==> config.mk <==
export PLATFORM = sky130hd
export DESIGN_NAME = bloom_filter_insert_query
export DESIGN_NICKNAME = d
export VERILOG_FILES = /design/src/rtl/bfiq_pkg.sv /design/src/rtl/bfiq_div.sv /design/src/rtl/bfiq_datapath.sv /design/src/rtl/bfiq_ctrl.sv /design/src/rtl/bloom_filter_insert_query.sv
export SDC_FILE = /design/constraint.sdc
export NUM_CORES = 2
export LEC_CHECK = 0
export BUFFER_PORTS_ARGS = -buffer_cell sky130_fd_sc_hd__buf_2
export CAP_MARGIN = 10
export CORE_ASPECT_RATIO = 0.6
export CORE_MARGIN = 2
export CORE_UTILIZATION = 64
export DETAILED_ROUTE_END_ITERATION = 10
export GPL_TIMING_DRIVEN = 0
export HOLD_SLACK_MARGIN = 0.06
export PLACE_DENSITY_LB_ADDON = 0.12
export SLEW_MARGIN = 20
export SYNTH_ARGS = -nofsm -noshare
export SYNTH_HDL_FRONTEND = slang
export SYNTH_SLANG_ARGS = --single-unit
export TNS_END_PERCENT = 20
==> constraint.sdc <==
create_clock -name clk_i -period 23.3 [get_ports clk_i]
set_input_delay 1.165 -clock clk_i [delete_from_list [all_inputs] [get_ports clk_i]]
set_output_delay 1.165 -clock clk_i [all_outputs]
set_load 0.005 [all_outputs]
==> src/rtl/bfiq_pkg.sv <==
// ----------------------------------------------------------------------------
// bfiq_pkg
// Shared types and constants of the bloom filter insert/query block.
// ----------------------------------------------------------------------------
package bfiq_pkg;

  localparam int MAX_BITS   = 1024;
  localparam int MAX_HASHES = 8;
  localparam int ADDR_W     = $clog2(MAX_BITS);
  localparam int HSEL_W     = $clog2(MAX_HASHES);

  localparam int KEY_W      = 64;
  localparam int PRIME_W    = 16;
  localparam int TSIZE_W    = 11;
  localparam int HCNT_W     = 4;
  localparam int COEF_W     = 16;
  localparam int CFG_IDX_W  = 3;
  localparam int CFG_DATA_W = 64;
  localparam int DIV_CNT_W  = $clog2(KEY_W + 1);

  localparam logic CMD_INSERT = 1'b0;
  localparam logic CMD_QUERY  = 1'b1;

  typedef enum logic [CFG_IDX_W-1:0] {
    REG_PRIME        = 3'd0,
    REG_TABLE_SIZE   = 3'd1,
    REG_HASH_COUNT   = 3'd2,
    REG_COEFF_A_LOW  = 3'd3,
    REG_COEFF_A_HIGH = 3'd4,
    REG_COEFF_B_LOW  = 3'd5,
    REG_COEFF_B_HIGH = 3'd6
  } cfg_reg_e;

  typedef struct packed {
    logic             command;
    logic [KEY_W-1:0] key;
  } in_item_t;

  typedef struct packed {
    logic was_query;
    logic found;
  } out_item_t;

  // controller to datapath
  typedef struct packed {
    logic              clr;
    logic [ADDR_W-1:0] clr_addr;
    logic              load_item;
    logic              mul_lo;
    logic              mul_hi;
    logic              sum;
    logic              div_start;
    logic              div_sel;    // 0: reduce by prime, 1: reduce by table size
    logic              mem_access;
    logic              check;
    logic              load_out;
    logic [HSEL_W-1:0] hash_sel;
  } bfiq_cmd_t;

  // datapath to controller
  typedef struct packed {
    logic              div_busy;
    logic              div_done;
    logic              prime_nz;
    logic [HCNT_W-1:0] hash_num;
  } bfiq_sts_t;

endpackage

==> src/rtl/bfiq_div.sv <==
// ----------------------------------------------------------------------------
// bfiq_div
// Restoring remainder unit, one dividend bit per cycle. A short operation
// takes only the low 16 dividend bits.
// ----------------------------------------------------------------------------
module bfiq_div (
  input  logic                    clk_i,
  input  logic                    rst_ni,
  input  logic                    start_i,
  input  logic                    short_i,
  input  logic [bfiq_pkg::KEY_W-1:0]   dividend_i,
  input  logic [bfiq_pkg::PRIME_W-1:0] divisor_i,
  output logic                    busy_o,
  output logic                    done_o,
  output logic [bfiq_pkg::PRIME_W-1:0] rem_o
);
  import bfiq_pkg::*;

  logic                 busy_q, done_q;
  logic [DIV_CNT_W-1:0] cnt_q;
  logic [KEY_W-1:0]     dvd_q;
  logic [PRIME_W-1:0]   div_q, rem_q;
  logic [PRIME_W:0]     trial, diff;
  logic                 ge;

  assign trial = {rem_q, dvd_q[KEY_W-1]};
  assign ge    = trial >= {1'b0, div_q};
  assign diff  = trial - {1'b0, div_q};

  always_ff @(posedge clk_i or negedge rst_ni) begin
    if (!rst_ni) begin
      busy_q <= 1'b0;
      done_q <= 1'b0;
      cnt_q  <= '0;
    end else begin
      if (start_i) begin
        busy_q <= 1'b1;
        done_q <= 1'b0;
        cnt_q  <= short_i ? DIV_CNT_W'(PRIME_W) : DIV_CNT_W'(KEY_W);
      end else if (busy_q) begin
        cnt_q  <= cnt_q - 1'b1;
        busy_q <= cnt_q != DIV_CNT_W'(1);
        done_q <= cnt_q == DIV_CNT_W'(1);
      end else begin
        done_q <= 1'b0;
      end
    end
  end

  always_ff @(posedge clk_i) begin
    if (start_i) begin
      rem_q <= '0;
      div_q <= divisor_i;
      dvd_q <= short_i ? {dividend_i[PRIME_W-1:0], {(KEY_W-PRIME_W){1'b0}}} : dividend_i;
    end else if (busy_q) begin
      rem_q <= ge ? diff[PRIME_W-1:0] : trial[PRIME_W-1:0];
      dvd_q <= {dvd_q[KEY_W-2:0], 1'b0};
    end
  end

  assign busy_o = busy_q;
  assign done_o = done_q;
  assign rem_o  = rem_q;

endmodule

==> src/rtl/bfiq_datapath.sv <==
// ----------------------------------------------------------------------------
// bfiq_datapath
// Configuration registers, hash arithmetic, shared remainder unit and the
// filter bit store.
// ----------------------------------------------------------------------------
module bfiq_datapath (
  input  logic                          clk_i,
  input  logic                          rst_ni,
  input  logic                          cfg_we_i,
  input  logic [bfiq_pkg::CFG_IDX_W-1:0]  cfg_index_i,
  input  logic [bfiq_pkg::CFG_DATA_W-1:0] cfg_data_i,
  input  bfiq_pkg::in_item_t            in_data_i,
  input  bfiq_pkg::bfiq_cmd_t           cmd_i,
  output bfiq_pkg::bfiq_sts_t           sts_o,
  output bfiq_pkg::out_item_t           out_data_o
);
  import bfiq_pkg::*;

  logic [PRIME_W-1:0]    prime_q;
  logic [TSIZE_W-1:0]    tsize_q;
  logic [HCNT_W-1:0]     hcnt_q;
  logic [CFG_DATA_W-1:0] a_lo_q, a_hi_q, b_lo_q, b_hi_q;

  logic                  item_cmd_q;
  logic [KEY_W-1:0]      key_q;
  logic                  found_q;
  logic [47:0]           p_lo_q;
  logic [31:0]           p_hi_q;
  logic [KEY_W-1:0]      h_q;
  out_item_t             out_q;

  logic                  mem_q [MAX_BITS];
  logic                  rd_q;

  always_ff @(posedge clk_i or negedge rst_ni) begin
    if (!rst_ni) begin
      prime_q <= PRIME_W'(1019);
      tsize_q <= TSIZE_W'(50);
      hcnt_q  <= HCNT_W'(MAX_HASHES);
      a_lo_q  <= '0;
      a_hi_q  <= '0;
      b_lo_q  <= '0;
      b_hi_q  <= '0;
    end else if (cfg_we_i) begin
      unique case (cfg_reg_e'(cfg_index_i))
        REG_PRIME:        prime_q <= cfg_data_i[PRIME_W-1:0];
        REG_TABLE_SIZE:   tsize_q <= cfg_data_i[TSIZE_W-1:0];
        REG_HASH_COUNT:   hcnt_q  <= cfg_data_i[HCNT_W-1:0];
        REG_COEFF_A_LOW:  a_lo_q  <= cfg_data_i;
        REG_COEFF_A_HIGH: a_hi_q  <= cfg_data_i;
        REG_COEFF_B_LOW:  b_lo_q  <= cfg_data_i;
        REG_COEFF_B_HIGH: b_hi_q  <= cfg_data_i;
        default: ;
      endcase
    end
  end

  // effective limits
  logic [TSIZE_W-1:0] m_eff;
  logic [HCNT_W-1:0]  r_eff;
  logic               prime_nz;

  assign m_eff = (tsize_q == '0) ? TSIZE_W'(1) :
                 (tsize_q > TSIZE_W'(MAX_BITS)) ? TSIZE_W'(MAX_BITS) : tsize_q;
  assign r_eff = (hcnt_q > HCNT_W'(MAX_HASHES)) ? HCNT_W'(MAX_HASHES) : hcnt_q;
  assign prime_nz = prime_q != '0;

  // coefficient pick for the current hash
  logic [CFG_DATA_W-1:0] a_word, b_word;
  logic [COEF_W-1:0]     a_sel, b_sel;
  logic [5:0]            fld_lsb;

  assign a_word  = cmd_i.hash_sel[HSEL_W-1] ? a_hi_q : a_lo_q;
  assign b_word  = cmd_i.hash_sel[HSEL_W-1] ? b_hi_q : b_lo_q;
  assign fld_lsb = {cmd_i.hash_sel[1:0], 4'd0};
  assign a_sel   = a_word[fld_lsb +: COEF_W];
  assign b_sel   = b_word[fld_lsb +: COEF_W];

  // 16x64 product mod 2^64 in two 16x32 halves
  logic [47:0] p_lo, p_hi;
  assign p_lo = {32'd0, a_sel} * {16'd0, key_q[31:0]};
  assign p_hi = {32'd0, a_sel} * {16'd0, key_q[63:32]};

  always_ff @(posedge clk_i) begin
    if (cmd_i.load_item) begin
      item_cmd_q <= in_data_i.command;
      key_q      <= in_data_i.key;
    end
    if (cmd_i.mul_lo) p_lo_q <= p_lo;
    if (cmd_i.mul_hi) p_hi_q <= p_hi[31:0];
    if (cmd_i.sum)    h_q    <= {16'd0, p_lo_q} + {p_hi_q, 32'd0} + {48'd0, b_sel};
    if (cmd_i.load_item) begin
      found_q <= 1'b1;
    end else if (cmd_i.check && item_cmd_q == CMD_QUERY) begin
      found_q <= found_q & rd_q;
    end
    if (cmd_i.load_out) begin
      out_q.was_query <= item_cmd_q == CMD_QUERY;
      out_q.found     <= (item_cmd_q == CMD_QUERY) & found_q;
    end
  end

  // shared remainder unit: first by prime (skipped when the prime is zero), then by table size
  logic [KEY_W-1:0]   div_dvd;
  logic [PRIME_W-1:0] div_dsr, div_rem;
  logic               div_short, div_busy, div_done;

  always_comb begin
    if (!cmd_i.div_sel) begin
      div_dvd   = h_q;
      div_dsr   = prime_q;
      div_short = 1'b0;
    end else begin
      div_dvd   = prime_nz ? {{(KEY_W-PRIME_W){1'b0}}, div_rem} : h_q;
      div_dsr   = PRIME_W'(m_eff);
      div_short = prime_nz;
    end
  end

  bfiq_div u_div (
    .clk_i      (clk_i),
    .rst_ni     (rst_ni),
    .start_i    (cmd_i.div_start),
    .short_i    (div_short),
    .dividend_i (div_dvd),
    .divisor_i  (div_dsr),
    .busy_o     (div_busy),
    .done_o     (div_done),
    .rem_o      (div_rem)
  );

  // filter bit store, remainder is below the table size
  logic [ADDR_W-1:0] pos, wr_addr;
  logic              wr_en, wr_data;

  assign pos     = div_rem[ADDR_W-1:0];
  assign wr_en   = cmd_i.clr | (cmd_i.mem_access & (item_cmd_q == CMD_INSERT));
  assign wr_addr = cmd_i.clr ? cmd_i.clr_addr : pos;
  assign wr_data = !cmd_i.clr;

  always_ff @(posedge clk_i) begin
    if (wr_en) mem_q[wr_addr] <= wr_data;
    rd_q <= mem_q[pos];
  end

  assign sts_o.div_busy = div_busy;
  assign sts_o.div_done = div_done;
  assign sts_o.prime_nz = prime_nz;
  assign sts_o.hash_num = r_eff;
  assign out_data_o     = out_q;

endmodule

==> src/rtl/bfiq_ctrl.sv <==
// ----------------------------------------------------------------------------
// bfiq_ctrl
// Sequencer: clearing pass, per-hash steps and the output beat.
// ----------------------------------------------------------------------------
module bfiq_ctrl (
  input  logic                clk_i,
  input  logic                rst_ni,
  input  logic                in_valid_i,
  output logic                in_stall_o,
  output logic                out_valid_o,
  input  logic                out_stall_i,
  input  bfiq_pkg::bfiq_sts_t sts_i,
  output bfiq_pkg::bfiq_cmd_t cmd_o
);
  import bfiq_pkg::*;

  typedef enum logic [3:0] {
    ST_CLEAR,
    ST_IDLE,
    ST_MUL_LO,
    ST_MUL_HI,
    ST_SUM,
    ST_LAUNCH,
    ST_DIV_P,
    ST_DIV_M,
    ST_ACCESS,
    ST_CHECK,
    ST_FINISH
  } state_e;

  state_e            state_q;
  logic [ADDR_W-1:0] clr_q;
  logic [HCNT_W-1:0] idx_q;
  logic              out_valid_q;
  logic              out_free;
  logic [HCNT_W-1:0] idx_nxt;

  assign out_free = !out_valid_q || !out_stall_i;
  assign idx_nxt  = idx_q + 1'b1;

  always_comb begin
    cmd_o            = '0;
    cmd_o.clr_addr   = clr_q;
    cmd_o.hash_sel   = idx_q[HSEL_W-1:0];
    unique case (state_q)
      ST_CLEAR:  cmd_o.clr       = 1'b1;
      ST_IDLE:   cmd_o.load_item = in_valid_i;
      ST_MUL_LO: cmd_o.mul_lo    = 1'b1;
      ST_MUL_HI: cmd_o.mul_hi    = 1'b1;
      ST_SUM:    cmd_o.sum       = 1'b1;
      ST_LAUNCH: begin
        cmd_o.div_start = 1'b1;
        cmd_o.div_sel   = !sts_i.prime_nz;
      end
      ST_DIV_P: begin
        cmd_o.div_start = sts_i.div_done;
        cmd_o.div_sel   = 1'b1;
      end
      ST_DIV_M:  ;
      ST_ACCESS: cmd_o.mem_access = 1'b1;
      ST_CHECK:  cmd_o.check      = 1'b1;
      ST_FINISH: cmd_o.load_out   = out_free;
      default: ;
    endcase
  end

  always_ff @(posedge clk_i or negedge rst_ni) begin
    if (!rst_ni) begin
      state_q     <= ST_CLEAR;
      clr_q       <= '0;
      idx_q       <= '0;
      out_valid_q <= 1'b0;
    end else begin
      if (state_q == ST_FINISH && out_free) begin
        out_valid_q <= 1'b1;
      end else if (!out_stall_i) begin
        out_valid_q <= 1'b0;
      end
      unique case (state_q)
        ST_CLEAR: begin
          clr_q <= clr_q + 1'b1;
          if (clr_q == ADDR_W'(MAX_BITS - 1)) state_q <= ST_IDLE;
        end
        ST_IDLE: begin
          if (in_valid_i) begin
            idx_q   <= '0;
            state_q <= (sts_i.hash_num == '0) ? ST_FINISH : ST_MUL_LO;
          end
        end
        ST_MUL_LO: state_q <= ST_MUL_HI;
        ST_MUL_HI: state_q <= ST_SUM;
        ST_SUM:    state_q <= ST_LAUNCH;
        ST_LAUNCH: state_q <= sts_i.prime_nz ? ST_DIV_P : ST_DIV_M;
        ST_DIV_P:  if (sts_i.div_done) state_q <= ST_DIV_M;
        ST_DIV_M:  if (sts_i.div_done) state_q <= ST_ACCESS;
        ST_ACCESS: state_q <= ST_CHECK;
        ST_CHECK: begin
          idx_q   <= idx_nxt;
          state_q <= (idx_nxt < sts_i.hash_num) ? ST_MUL_LO : ST_FINISH;
        end
        ST_FINISH: begin
          if (out_free) state_q <= ST_IDLE;
        end
        default: state_q <= ST_IDLE;
      endcase
    end
  end

  assign in_stall_o  = state_q != ST_IDLE;
  assign out_valid_o = out_valid_q;

endmodule

==> src/rtl/bloom_filter_insert_query.sv <==
// ----------------------------------------------------------------------------
// bloom_filter_insert_query
// Bloom filter over a 1024-bit store with up to eight universal hashes.
// ----------------------------------------------------------------------------
// Input beats carry a command (insert or query) and a 64-bit key; each input
// beat gives exactly one output beat (was_query, found). Both channels use
// valid/stall; a beat moves when valid is high and stall is low.
// For every hash in use the block forms a*key+b mod 2^64 with two 16x32
// multiplies, then reduces it on one shared bit-serial remainder unit: first
// by the prime, then by the table size on the low 16 bits of that remainder;
// when the prime is zero only the table-size stage runs, over all 64 bits.
// One item is in work at a time; in_stall_o is low only between items.
// The result sits in an output register, so the next item is taken and
// worked on while the receiver stalls; it then waits at its end until the
// register is free.
// After reset the store is swept to zero, one bit a cycle, over all 1024 bits,
// with in_stall_o high. Configuration writes are taken at any time, also
// during the sweep, and must only be made while the block is idle.
// ----------------------------------------------------------------------------
module bloom_filter_insert_query (
  input  logic                            clk_i,
  input  logic                            rst_ni,
  input  logic                            in_valid_i,
  output logic                            in_stall_o,
  input  bfiq_pkg::in_item_t              in_data_i,
  output logic                            out_valid_o,
  input  logic                            out_stall_i,
  output bfiq_pkg::out_item_t             out_data_o,
  input  logic                            cfg_we_i,
  input  logic [bfiq_pkg::CFG_IDX_W-1:0]  cfg_index_i,
  input  logic [bfiq_pkg::CFG_DATA_W-1:0] cfg_data_i
);
  import bfiq_pkg::*;

  bfiq_cmd_t cmd;
  bfiq_sts_t sts;

  bfiq_ctrl u_ctrl (
    .clk_i       (clk_i),
    .rst_ni      (rst_ni),
    .in_valid_i  (in_valid_i),
    .in_stall_o  (in_stall_o),
    .out_valid_o (out_valid_o),
    .out_stall_i (out_stall_i),
    .sts_i       (sts),
    .cmd_o       (cmd)
  );

  bfiq_datapath u_dp (
    .clk_i       (clk_i),
    .rst_ni      (rst_ni),
    .cfg_we_i    (cfg_we_i),
    .cfg_index_i (cfg_index_i),
    .cfg_data_i  (cfg_data_i),
    .in_data_i   (in_data_i),
    .cmd_i       (cmd),
    .sts_o       (sts),
    .out_data_o  (out_data_o)
  );

  // one item in work at a time
  assert property (@(posedge clk_i) disable iff (!rst_ni)
    (in_valid_i && !in_stall_o) |=> in_stall_o)
    else $error("input taken while an item is in work");

  // the remainder unit is never restarted mid-operation
  assert property (@(posedge clk_i) disable iff (!rst_ni)
    cmd.div_start |-> !sts.div_busy)
    else $error("remainder unit started while busy");

  // the clearing sweep never overlaps a filter access
  assert property (@(posedge clk_i) disable iff (!rst_ni)
    cmd.clr |-> (!cmd.mem_access && in_stall_o))
    else $error("filter access during clearing sweep");

  // an insert never reports found
  assert property (@(posedge clk_i) disable iff (!rst_ni)
    out_valid_o |-> (out_data_o.was_query || !out_data_o.found))
    else $error("insert beat reports found");

endmodule

==> impl_metrics.csv <==
group,metric,value,unit
timing,slew_headroom,7.26,%
synth,synth.cell_area,99200,um^2
placed_design,globalplace.congestion,1.04,
timing,clock_skew,0.0360,ns
die,dieArea,158000,um^2
synth,synth_cell_types,74,
timing,rsz0062_at_grt,"no",
die,ioPinCount,141,
clock_network,ctsResizeCount,0,
drt,vias,68100,
global_routing,grt_max_degree,91,
timing,fin_crit,10.32,ns
timing,tightest_slew,1.39,ns
synth,synth_edf_count,1315,
setup_path,crit_type,"flop to flop",
global_routing,grtUsageTotal,40.1,%
clock_network,cts_buffers,152,
drt,vias_per_cell,6.50,
drt,antenna_left,0,
die,row_count,111,
placed_design,place_hpwl,229,mm
die,core_area,153000,um^2
final_layout,nets,9410,
synth,synth-seq-cells,1648,
setup_path,end_kind,"flop",
setup_path,cp.required,23.80,ns
drt,drtPass1Iterations,7,
drt,wl_per_cell,29.8,um
synth,synth_seq_area_share,48.2,%
drt,remaining_drc_errors,0,
global_routing,grt_antenna_before_repair,22,
timing,hold_ws,0.296,ns
synth,synthArstFlopShare,19.1,%
clock_network,htree_levels,4,
clock_network,cts_tree,"built",
clock_network,cts.sinks,1648,
setup_path,worstPathMaxFanout,10,
worst_hold_path,hold_path.class,"input pin to asynchronous set/reset pin",
timing,fmax,96.9,MHz
clock_network,path_clk_slew,0.06,ns
global_routing,grt_first_pass_wirelength,451,mm
clock_network,cts_hold_buf,0,
synth,synthCells,7981,
timing,finalCritPeriodShare,44.3,%
timing,setup_viol,0,
synth,syn_area_per_cell,12.4,um^2
drt,drt_iter0_drc,11300,
timing,maxSlewViolCount,0,
synth,yosys_warnings,0,
die,die_w,512,um
setup_path,critPathArrivalTime,10.82,ns
setup_path,cp_num_buf_inv,11,
synth,synth_nets,9082,
flow_run,cap_violations,0,
drt,wirelength,311,mm
setup_path,crit_top_cell,"fa_1",
clock_network,worst_skew_pair.late_latency,0.82,ns
setup_path,worst_path_largest_cell_delay,0.82,ns
die,start_util,64.7,%
placed_design,port_buffers,140,
global_routing,grt_pass1_vias,66600,
setup_path,cp_top_family,"buffers and inverters",
clock_network,post_cts_buffers,0,
status,status,"finished, final reports clean",
clock_network,clock-root-buffer,"clkbuf_16",
final_layout,fillers,10800,
die,die_height,309,um
timing,tns,0,ns
setup_path,startpoint_type,"flop",
final_layout,layout-area-overhead-vs-synth,9.11,%
timing,finalHoldViolations,0,
setup_path,critPathSlowestCell,"clkbuf_1",
synth,synth_ff_type,"edfxtp_1",
clock_network,clock_path_buffers,3,
final_layout,layout-drive-gt1-share,14.7,%
global_routing,grt_overflow_total,0,
## logic make-up after synthesis
family	count (synthesis)	share of synthesized area, %
buffers and inverters	1342	5.19
xor gates and xnor gates	179	1.58
muxes	757	13.0
DFF	1648	48.2
and+or+nand+nor	2605	11.3
adders and majority gates	965	17.7
AOI/OAI and AO/OA	485	3.09
## final timing paths
path / cells past startpoint / slack (ns) / end / startpoint
worst max-delay path: 30 / 12.98 / u_dp.p_lo_q[46]$_DFFE_PP_ / u_ctrl.idx_q[0]$_DFFE_PN0P_
worst min-delay path: 1 / 0.30 / u_dp.b_lo_q[36]$_DFFE_PN0P_ / rst_ni
worst max register to register: 30 / 12.98 / u_dp.p_lo_q[46]$_DFFE_PP_ / u_ctrl.idx_q[0]$_DFFE_PN0P_
worst min register to register: 1 / 0.46 / u_dp.found_q$_SDFFE_PP1P_ / u_dp.found_q$_SDFFE_PP1P_
max in group asynchronous: 3 / 21.74 / u_ctrl.idx_q[3]$_DFFE_PN0P_ / rst_ni
min in group clk_i: 1 / 0.46 / u_dp.found_q$_SDFFE_PP1P_ / u_dp.found_q$_SDFFE_PP1P_
## metal layers
metal / GRT usage, % / routed length (um) / up-vias
met5: 1.64 / 511 / -
met4: 9.01 / 7430 / 18
met3: 20.1 / 58800 / 586
met2: 52.1 / 121000 / 5236
met1: 60.2 / 123000 / 34600
li1: - / - / 27600
## sequential cells by signal, indices dropped and copies added (netlist names), 32 cells and up
signal / flops
u_dp.mem_q: 1024
u_dp.a_hi_q: 64
u_dp.a_lo_q: 64
u_dp.b_hi_q: 64
u_dp.b_lo_q: 64
u_dp.h_q: 64
u_dp.key_q: 64
u_dp.u_div.dvd_q: 64
u_dp.p_lo_q: 48
u_dp.p_hi_q: 32
## per-stage QoR
| step | std cells | util [%] | area (um^2) | worst slack, ns |
|---|---|---|---|---|
| 2_1_floorplan | 7981 | - | 99200 | 3.01 |
| 3_3_place_gp | 10200 | 66.8 | 102000 | -21.38 |
| 3_5_place_dp | 10200 | 67.3 | 103000 | 13.28 |
| 4_1_cts | 10500 | 70.5 | 108000 | 13.19 |
| 5_1_grt | 10500 | 70.6 | 108000 | 12.59 |
| 6_report | 10500 | 70.6 | 108000 | 12.98 |
## Yosys cell counts (8+ instances only)
cell type	n	area share (%)
nor4_1	15	0.095
and2_1	345	2.2
edfxtp_1	1315	40
fa_1	724	15
o211ai_1	8	0.061
nand3_1	38	0.19
buf_4	9	0.068
nor2b_1	20	0.13
xnor2_1	137	1.2
ha_1	240	3.0
buf_2	23	0.12
a31oi_1	23	0.15
nor3_1	47	0.24
a21o_1	70	0.53
nor2_1	1121	4.2
dfstp_2	13	0.34
mux2i_1	39	0.39
and4_1	8	0.071
nand2_1	890	3.4
o21ai_0	142	0.72
and3_1	19	0.12
mux2_2	325	3.7
nand4_1	36	0.23
o21bai_1	11	0.083
inv_1	817	3.1
dfrtp_1	302	7.6
buf_1	61	0.23
clkbuf_1	426	1.6
dfxtp_1	18	0.36
o21a_1	25	0.19
mux4_2	393	8.9
xor2_1	42	0.37
nand3b_1	10	0.076
nand2b_1	27	0.17
a21oi_1	117	0.59
## final cells by class
class	instances	area (um^2)	area share, %
diodes	8	20.0	0.0185
plain buffers	525	2160	1.99
clock buffers	205	4130	3.81
clock inverters	67	853	0.789
inverters	817	3070	2.84
multi-input cells	4991	46300	42.8
flip-flops and latches	1648	47700	44.1
well taps	2034	2540	2.35
repair buffers	174	1330	1.23
## cell usage in the layout (no fill, tap or decap), types with 10 or more instances in the layout
cell type  instances
a21o_1            70
a21oi_1          117
a31oi_1           23
and2_1           344
and3_1            19
buf_1             48
buf_16            16
buf_2            174
buf_4             19
buf_6             12
bufinv_16         12
clkbuf_1         424
clkbuf_16        154
clkbuf_2          44
clkinv_1          21
clkinv_2          14
dfrtp_1          302
dfstp_2           13
dfxtp_1           18
edfxtp_1        1315
fa_1             724
ha_1             240
inv_1            816
mux2_2           325
mux2i_1           39
mux4_2           393
nand2_1          890
nand2b_1          27
nand3_1           38
nand3b_1          10
nand4_1           36
nor2_1          1119
nor2b_1           20
nor3_1            44
nor4_1            15
o21a_1            25
o21ai_0          142
o21bai_1          11
xnor2_1          137
xor2_1            42
Power is not shown: default switching activity piles up to over one toggle a cycle in this logic, so the estimate is an artifact.
